--- config.mk ---
export PLATFORM = sky130hd
export DESIGN_NAME = axis_limit_calibration_sequencer
export DESIGN_NICKNAME = d
export VERILOG_FILES = /design/src/hw/rtl/alcs_pkg.sv /design/src/hw/rtl/alcs_cfg.sv /design/src/hw/rtl/alcs_seq.sv /design/src/hw/rtl/axis_limit_calibration_sequencer.sv
export SDC_FILE = /design/constraint.sdc
export NUM_CORES = 1
export LEC_CHECK = 0
export BUFFER_PORTS_ARGS = -buffer_cell sky130_fd_sc_hd__buf_2
export CAP_MARGIN = 15
export CORE_MARGIN = 2
export CORE_UTILIZATION = 53
export DETAILED_ROUTE_END_ITERATION = 8
export PLACE_DENSITY = 0.71
export SYNTH_ARGS = -nofsm -noshare
export SYNTH_HDL_FRONTEND = slang
export SYNTH_SLANG_ARGS = --single-unit
--- constraint.sdc ---
create_clock -name clk -period 11.3 [get_ports clk]
set_input_delay 1.695 -clock clk [delete_from_list [all_inputs] [get_ports clk]]
set_output_delay 1.695 -clock clk [all_outputs]
set_load 0.01 [all_outputs]
--- src/hw/rtl/alcs_pkg.sv ---
`default_nettype none

package alcs_pkg;

	localparam int COUNT_BITS = 32;

	localparam int SPAN_W  = 32;
	localparam int MASK_W  = 20;
	localparam int PAUSE_W = 16;
	localparam int PHASE_W = 3;
	localparam int CFG_IDX_W = 2;
	localparam int CFG_DAT_W = 20;

	localparam logic [SPAN_W-1:0] SPAN_MAX = (COUNT_BITS >= SPAN_W) ? {SPAN_W{1'b1}} :
		SPAN_W'((64'd1 << COUNT_BITS) - 64'd1);

	localparam logic [PAUSE_W-1:0] PAUSE_MAX = {PAUSE_W{1'b1}};

	localparam logic [CFG_IDX_W-1:0] REG_BOUNCE_MASK_STEPS = 2'd0;
	localparam logic [CFG_IDX_W-1:0] REG_PAUSE_TICKS       = 2'd1;
	localparam logic [CFG_IDX_W-1:0] REG_FINAL_PAUSE_TICKS = 2'd2;

	localparam logic [MASK_W-1:0]  RST_BOUNCE_MASK_STEPS = 20'd3200;
	localparam logic [PAUSE_W-1:0] RST_PAUSE_TICKS       = 16'd2000;
	localparam logic [PAUSE_W-1:0] RST_FINAL_PAUSE_TICKS = 16'd500;

	typedef struct packed {
		logic mode;
		logic axis;
		logic limit_edge;
	} alcs_req_t;

	typedef struct packed {
		logic               step_valid;
		logic               step_dir;
		logic               step_axis;
		logic [PHASE_W-1:0] phase;
		logic [SPAN_W-1:0]  span;
		logic               stopped;
		logic               done_res;
	} alcs_rsp_t;

	typedef struct packed {
		logic [MASK_W-1:0]  bounce_mask_steps;
		logic [PAUSE_W-1:0] pause_ticks;
		logic [PAUSE_W-1:0] final_pause_ticks;
	} alcs_cfg_t;

endpackage

`default_nettype wire

--- src/hw/rtl/alcs_cfg.sv ---
`default_nettype none

module alcs_cfg
	import alcs_pkg::*;
(
	input  wire logic                 clk,
	input  wire logic                 arst_n,
	input  wire logic                 cfg_valid,
	output logic                      cfg_ready,
	input  wire logic [CFG_IDX_W-1:0] cfg_index,
	input  wire logic [CFG_DAT_W-1:0] cfg_data,
	output alcs_cfg_t                 cfg
);

	alcs_cfg_t cfg_q;

	assign cfg_ready = 1'b1;
	assign cfg       = cfg_q;

	always_ff @(posedge clk or negedge arst_n) begin
		if (!arst_n) begin
			cfg_q.bounce_mask_steps <= RST_BOUNCE_MASK_STEPS;
			cfg_q.pause_ticks       <= RST_PAUSE_TICKS;
			cfg_q.final_pause_ticks <= RST_FINAL_PAUSE_TICKS;
		end else if (cfg_valid) begin
			case (cfg_index)
				REG_BOUNCE_MASK_STEPS: cfg_q.bounce_mask_steps <= cfg_data[MASK_W-1:0];
				REG_PAUSE_TICKS:       cfg_q.pause_ticks       <= cfg_data[PAUSE_W-1:0];
				REG_FINAL_PAUSE_TICKS: cfg_q.final_pause_ticks <= cfg_data[PAUSE_W-1:0];
				default: ;
			endcase
		end
	end

endmodule

`default_nettype wire

--- src/hw/rtl/alcs_seq.sv ---
`default_nettype none

module alcs_seq
	import alcs_pkg::*;
(
	input  wire logic      clk,
	input  wire logic      arst_n,
	input  wire alcs_cfg_t cfg,
	input  wire logic      fire,
	input  wire alcs_req_t req,
	output alcs_rsp_t      rsp
);

	localparam logic [PHASE_W-1:0] PH_IDLE    = 3'd0;
	localparam logic [PHASE_W-1:0] PH_SEEK    = 3'd1;
	localparam logic [PHASE_W-1:0] PH_PAUSE_A = 3'd2;
	localparam logic [PHASE_W-1:0] PH_MEASURE = 3'd3;
	localparam logic [PHASE_W-1:0] PH_PAUSE_B = 3'd4;
	localparam logic [PHASE_W-1:0] PH_CENTER  = 3'd5;
	localparam logic [PHASE_W-1:0] PH_FINAL   = 3'd6;

	logic [PHASE_W-1:0] phase_q, phase_d;
	logic               axis_q, axis_d;
	logic               cal_q, cal_d;
	logic               mask_q, mask_d;
	logic [SPAN_W-1:0]  span_q [2];
	logic [SPAN_W-1:0]  span_d [2];
	logic [SPAN_W-1:0]  move_q, move_d;
	logic [PAUSE_W-1:0] pcnt_q, pcnt_d;
	logic               stop_q, stop_d;

	logic [SPAN_W-1:0]  cur_span;
	logic [SPAN_W-1:0]  span_inc;
	logic [SPAN_W-1:0]  mask_steps;
	logic [PAUSE_W-1:0] pcnt_inc;
	logic               live;
	logic               step;
	logic               dir;
	logic               done;

	assign cur_span   = span_q[axis_q];
	assign span_inc   = (cur_span != SPAN_MAX) ? cur_span + 1'b1 : cur_span;
	assign mask_steps = {{(SPAN_W-MASK_W){1'b0}}, cfg.bounce_mask_steps};
	assign pcnt_inc   = (pcnt_q != PAUSE_MAX) ? pcnt_q + 1'b1 : pcnt_q;
	assign live       = req.limit_edge & ~mask_q;

	always_comb begin
		phase_d   = phase_q;
		axis_d    = axis_q;
		cal_d     = cal_q;
		mask_d    = mask_q;
		span_d[0] = span_q[0];
		span_d[1] = span_q[1];
		move_d    = move_q;
		pcnt_d    = pcnt_q;
		stop_d    = stop_q;
		step      = 1'b0;
		dir       = 1'b0;
		done      = 1'b0;

		if (req.mode) begin
			axis_d           = req.axis;
			span_d[req.axis] = '0;
			cal_d            = 1'b1;
			mask_d           = 1'b0;
			move_d           = '0;
			pcnt_d           = '0;
			phase_d          = PH_SEEK;
		end else begin
			if (live && !cal_q)
				stop_d = 1'b1;
			case (phase_q)
				PH_SEEK: begin
					if (live) begin
						phase_d = PH_PAUSE_A;
						mask_d  = 1'b1;
						pcnt_d  = '0;
					end else begin
						step = 1'b1;
					end
				end
				PH_PAUSE_A: begin
					pcnt_d = pcnt_inc;
					if (pcnt_inc >= cfg.pause_ticks)
						phase_d = PH_MEASURE;
				end
				PH_MEASURE: begin
					if (live) begin
						phase_d = PH_PAUSE_B;
						pcnt_d  = '0;
					end else begin
						step           = 1'b1;
						dir            = 1'b1;
						span_d[axis_q] = span_inc;
						if (span_inc >= mask_steps)
							mask_d = 1'b0;
					end
				end
				PH_PAUSE_B: begin
					pcnt_d = pcnt_inc;
					if (pcnt_inc >= cfg.pause_ticks) begin
						cal_d   = 1'b0;
						mask_d  = 1'b1;
						move_d  = '0;
						phase_d = PH_CENTER;
					end
				end
				PH_CENTER: begin
					if (move_q < {1'b0, cur_span[SPAN_W-1:1]}) begin
						step = 1'b1;
						if (move_q >= mask_steps)
							mask_d = 1'b0;
						move_d = move_q + 1'b1;
					end else begin
						phase_d = PH_FINAL;
						pcnt_d  = '0;
					end
				end
				PH_FINAL: begin
					pcnt_d = pcnt_inc;
					if (pcnt_inc >= cfg.final_pause_ticks) begin
						phase_d = PH_IDLE;
						done    = 1'b1;
					end
				end
				default: ;
			endcase
		end

		if (stop_d)
			step = 1'b0;
		if (!step)
			dir = 1'b0;

		rsp.step_valid = step;
		rsp.step_dir   = dir;
		rsp.step_axis  = axis_d;
		rsp.phase      = phase_d;
		rsp.span       = span_d[axis_d];
		rsp.stopped    = stop_d;
		rsp.done_res   = done;
	end

	always_ff @(posedge clk or negedge arst_n) begin
		if (!arst_n) begin
			phase_q   <= PH_IDLE;
			axis_q    <= 1'b0;
			cal_q     <= 1'b0;
			mask_q    <= 1'b0;
			span_q[0] <= '0;
			span_q[1] <= '0;
			move_q    <= '0;
			pcnt_q    <= '0;
			stop_q    <= 1'b0;
		end else if (fire) begin
			phase_q   <= phase_d;
			axis_q    <= axis_d;
			cal_q     <= cal_d;
			mask_q    <= mask_d;
			span_q[0] <= span_d[0];
			span_q[1] <= span_d[1];
			move_q    <= move_d;
			pcnt_q    <= pcnt_d;
			stop_q    <= stop_d;
		end
	end

endmodule

`default_nettype wire

--- src/hw/rtl/axis_limit_calibration_sequencer.sv ---
// channel  dir  handshake              payload
// req      in   req_valid / req_stall  req (mode, axis, limit_edge)
// rsp      out  rsp_valid / rsp_stall  rsp (step, phase, span, stopped, done)
// cfg      in   cfg_valid / cfg_ready  cfg_index, cfg_data
//
// A request passes through the input register, then the sequencer update into the result register.
// One request per cycle while rsp_stall is low; sequencer state updates once per request.
// rsp_stall holds the result register and, behind it, the input register.
// arst_n clears the sequencer state and both valid flags; config registers return to
// 3200 / 2000 / 500.
`default_nettype none

module axis_limit_calibration_sequencer
	import alcs_pkg::*;
(
	input  wire logic                 clk,
	input  wire logic                 arst_n,
	input  wire logic                 req_valid,
	output logic                      req_stall,
	input  wire alcs_req_t            req,
	output logic                      rsp_valid,
	input  wire logic                 rsp_stall,
	output alcs_rsp_t                 rsp,
	input  wire logic                 cfg_valid,
	output logic                      cfg_ready,
	input  wire logic [CFG_IDX_W-1:0] cfg_index,
	input  wire logic [CFG_DAT_W-1:0] cfg_data
);

	alcs_cfg_t cfg;
	alcs_req_t req_s1;
	logic      valid_s1;
	alcs_rsp_t rsp_c;
	alcs_rsp_t rsp_q;
	logic      rsp_valid_q;
	logic      adv;

	assign adv       = valid_s1 & ~(rsp_valid_q & rsp_stall);
	assign req_stall = valid_s1 & ~adv;
	assign rsp_valid = rsp_valid_q;
	assign rsp       = rsp_q;

	alcs_cfg u_cfg (
		.clk       (clk),
		.arst_n    (arst_n),
		.cfg_valid (cfg_valid),
		.cfg_ready (cfg_ready),
		.cfg_index (cfg_index),
		.cfg_data  (cfg_data),
		.cfg       (cfg)
	);

	alcs_seq u_seq (
		.clk    (clk),
		.arst_n (arst_n),
		.cfg    (cfg),
		.fire   (adv),
		.req    (req_s1),
		.rsp    (rsp_c)
	);

	always_ff @(posedge clk or negedge arst_n) begin
		if (!arst_n) begin
			valid_s1    <= 1'b0;
			rsp_valid_q <= 1'b0;
		end else begin
			if (req_valid && !req_stall)
				valid_s1 <= 1'b1;
			else if (adv)
				valid_s1 <= 1'b0;
			rsp_valid_q <= adv | (rsp_valid_q & rsp_stall);
		end
	end

	always_ff @(posedge clk) begin
		if (req_valid && !req_stall)
			req_s1 <= req;
		if (adv)
			rsp_q <= rsp_c;
	end

endmodule

`default_nettype wire
==> reports/qor.csv <==
metric;value;unit
Worst Setup Slack, final;5630;ps
CP top delay family;compound AO/OA/AOI/OAI gates;
initial DRC count;1171;
dpl ws;5820;ps
CP endpoint kind;register;
uppermost layer routed;met4;
Reg power frac;41.6;%
# rows;58;
hold_ws;494;ps
CP peak stage delay;720;ps
FF-to-FF Start;u_seq.axis_q$_DFFE_PN0P_;
Net Sw Power;730;uW
Setup TNS;0;ps
Die ar.;26800;sq um
final worst path period share;50.1;%
switching share of power;32.3;%
WP buf/inv;2;
Worst Path Arrival;6080;ps
Fin. Hold Viols;0;
final std cells w/o fill;1812;
Worst Skew;10.9;ps
ant diodes;0;
met2 routed WL;16500;microns
gp weighted congestion;0.972;
Clock Root Buffer;clkbuf_16;
final WL;37200;microns
Clock Path Buffers;3;
Critical Path Fanout Max;82;
share of Yosys cell area claimed by the top area cell type;29.3;%
routed wl met3;2770;microns
Crit Path Class;register to register;
nets;1599;
Core ar.;25100;sq um
synthesized area;13500;sq um
Clk pwr share;34.0;%
Tot GR Track Use;28.3;%
CP cell instances;buf_4 -> mux2i_1 -> inv_1 -> ha_1 -> nand4_1 -> a211oi_1 -> and3_1 -> a211oi_1 -> nor2b_1 -> xnor2_1 -> ha_1 -> a21o_1 -> a21oi_1 -> nor2b_1 -> a2111oi_0 -> a21oi_1 -> nor4_2 -> a211oi_1 -> mux2_4;
area delta synth->final;10.4;%
CP max stage cell;buf_4;
Max Fclk;0.177;GHz
share of cells above drive strength 1;13.3;%
Post-synth ARST share;80.1;%
Distinct cells, synth;66;
RSZ-0062 raised after global routing;no;
Slew Viols, Final;0;
I/O Buffers;71;
cell area after placement;14100;sq um
cell taking the most area after synthesis;dfrtp_1;
sequential share of the synthesized area;41.8;%
Die Ht;164;microns
Syn Nets;1549;
Worst R2R Setup Slack;5630;ps
Clock Sinks;216;
DRC;0;
Tmin final;5670;ps
detailed-route via count;11200;
status;completed;
number of synthesized flops with an enable pin;43;
worst hold start;valid_s1$_DFFE_PN0P_;
WHS Endpoint;rsp_valid$_DFF_PN0_;
pwr/cell area;152;nW/um^2
Gate Count Post-Synth;1414;
Logic pwr share;24.4;%
H-tree depth;1;
GRT Residual Overflow;0;
Avg Cell Area, Syn;9.54;sq um
Area contributors post-synth;dfrtp_1 (29%), ha_1 (9.7%), edfxtp_1 (9.6%);
Worst-Margin Slew;1150;ps
Worst-path clk slew;60;ps
Slew HR;23.1;%
starting density of the core;53.7;%
most common cell in the synthesized netlist;dfrtp_1;
dominant synthesized flop cell;dfrtp_1;
clock latency on the worst-skew pair;530;ps
Yosys reg bits;216;
leakage;0.00662;uW
postcts setup bufs;0;
Req. time, crit path;11710;ps
maxcap violations;0;
post_cts resized;0;
yosys warns;0;
internal power;1530;uW
Boundary Pins;73;
post-route cell area;14900;sq um
Routed WL per cell;20.5;microns
hold crit path type;register to register;
Via density;6.20;
Crit path top cell by count;a211oi_1;
initial antenna violation count;0;
largest net degree at the start of global routing;99;
CTS Buf Count;24;
Post-Route M1 WL;16700;microns
DRT Pass-1 Iters;5;
CP Launch Type;register;
R2R Path End;u_seq.mask_q$_DFFE_PN0P_;
worst ir drop on vdd;120;uV
remaining antenna violation count;0;
Setup-failing EPs final;0;
Synth top cells by count;dfrtp_1 (158), nand2_1 (155), o21ai_0 (106);
hold buffer count at CTS;0;
Inst Count DP;1766;
CTS tree;yes;
post-DP HPWL;26800;microns
number of global-route vias before repair;10800;
die width;164;microns
hold path depth;1;
first-pass GRT wire length;59200;microns
Reg2Reg Depth;19;
-- kinds of logic (layout without fill, tap and decap cells) --
kind of cell,count (synthesis),in the layout,share of synthesized area (%)
AOI/OAI and AO/OA,355,355,17.3
xor gates and xnor gates,58,58,3.76
adders and majority gates,105,105,9.73
buffers and inverters,147,215,4.36
DFF,216,216,41.8
muxes,80,80,6.35
other,1,1,0.0278
and+or+nand+nor,452,452,16.6
-- layout make-up --
| class | count | area [sq um] |
|---|---|---|
| clock buffers | 37 | 701 |
| clock inverters | 7 | 62.6 |
| fillers | 2195 | 10200 |
| inverters | 82 | 308 |
| multi-input cells | 1051 | 7280 |
| flip-flops and latches | 216 | 5640 |
| well taps | 330 | 413 |
| repair buffers | 89 | 497 |
-- routing by layer --
metal | vias to the layer above | track usage, %
li1 | 5246 | -
met1 | 5440 | 41.2
met2 | 455 | 43.7
met3 | 94 | 4.01
met4 | 0 | 9.25
met5 | - | 0
-- state kept, by name (all words and copies together) (netlist names) --
| signal | cells |
|---|---|
| u_seq.span_q | 64 |
| u_cfg.cfg | 52 |
| rsp | 40 |
| u_seq.move_q | 32 |
| u_seq.pcnt_q | 16 |
| req_s1 | 3 |
| u_seq.phase_q | 3 |
| rsp_valid | 1 |
| u_seq.axis_q | 1 |
| u_seq.cal_q | 1 |
| u_seq.mask_q | 1 |
| u_seq.stop_q | 1 |
| valid_s1 | 1 |
-- placed cells by master (no fill, tap or decap), types with 5 or more instances in the layout --
master and n:
a211oi_1 29, a21o_1 23, a21oi_1 72, a22o_1 35
a22oi_1 18, and2_1 17, and3_1 17, and4_1 5
buf_2 70, buf_4 18, clkbuf_1 9, clkbuf_16 25
dfrtp_1 157, dfstp_2 15, edfxtp_1 43, ha_1 105
inv_1 81, mux2_2 41, mux2i_1 38, nand2_1 155
nand2b_1 20, nand3_1 39, nand3b_1 9, nand4_1 23
nand4b_1 10, nor2_1 84, nor2b_1 9, nor3_1 16
nor4_1 5, o2111ai_1 5, o211ai_1 6, o21a_1 6
o21ai_0 104, o31ai_1 17, or3_1 22, or4_1 11
xnor2_1 28, xor2_1 30
-- metrics by stage --
stage | total power [uW] | utilization [%]
after floorplan | 1320 | -
after global placement | 1480 | 56.3
after detailed placement | 1490 | 56.3
after CTS | 2260 | 59.3
after global routing | 2370 | 59.4
final | 2260 | 59.4
-- how the worst max path moves through the flow --
| stage | start | end | slack [ps] | cells past startpoint |
|---|---|---|---|---|
| after global placement | u_seq.axis_q$_DFFE_PN0P_ | u_seq.mask_q$_DFFE_PN0P_ | 5980 | 19 |
| after global routing | u_seq.axis_q$_DFFE_PN0P_ | u_seq.mask_q$_DFFE_PN0P_ | 5300 | 19 |
| after CTS | u_seq.axis_q$_DFFE_PN0P_ | u_seq.mask_q$_DFFE_PN0P_ | 5750 | 19 |
| after detailed placement | u_seq.pcnt_q[4]$_DFFE_PN0P_ | u_seq.move_q[19]$_DFFE_PN0P_ | 5820 | 17 |
| final | u_seq.axis_q$_DFFE_PN0P_ | u_seq.mask_q$_DFFE_PN0P_ | 5630 | 19 |
| after floorplan | u_seq.pcnt_q[4]$_DFFE_PN0P_ | u_seq.move_q[31]$_DFFE_PN0P_ | 6630 | 20 |
-- power groups by stage --
stage	combinational (uW)	clock (uW)	sequential (uW)
floorplan	375	0	940
global placement	530	0	950
detailed placement	539	0	953
CTS	543	782	939
global route	610	810	949
finish	551	770	940
(Power assumes the default switching activity.)
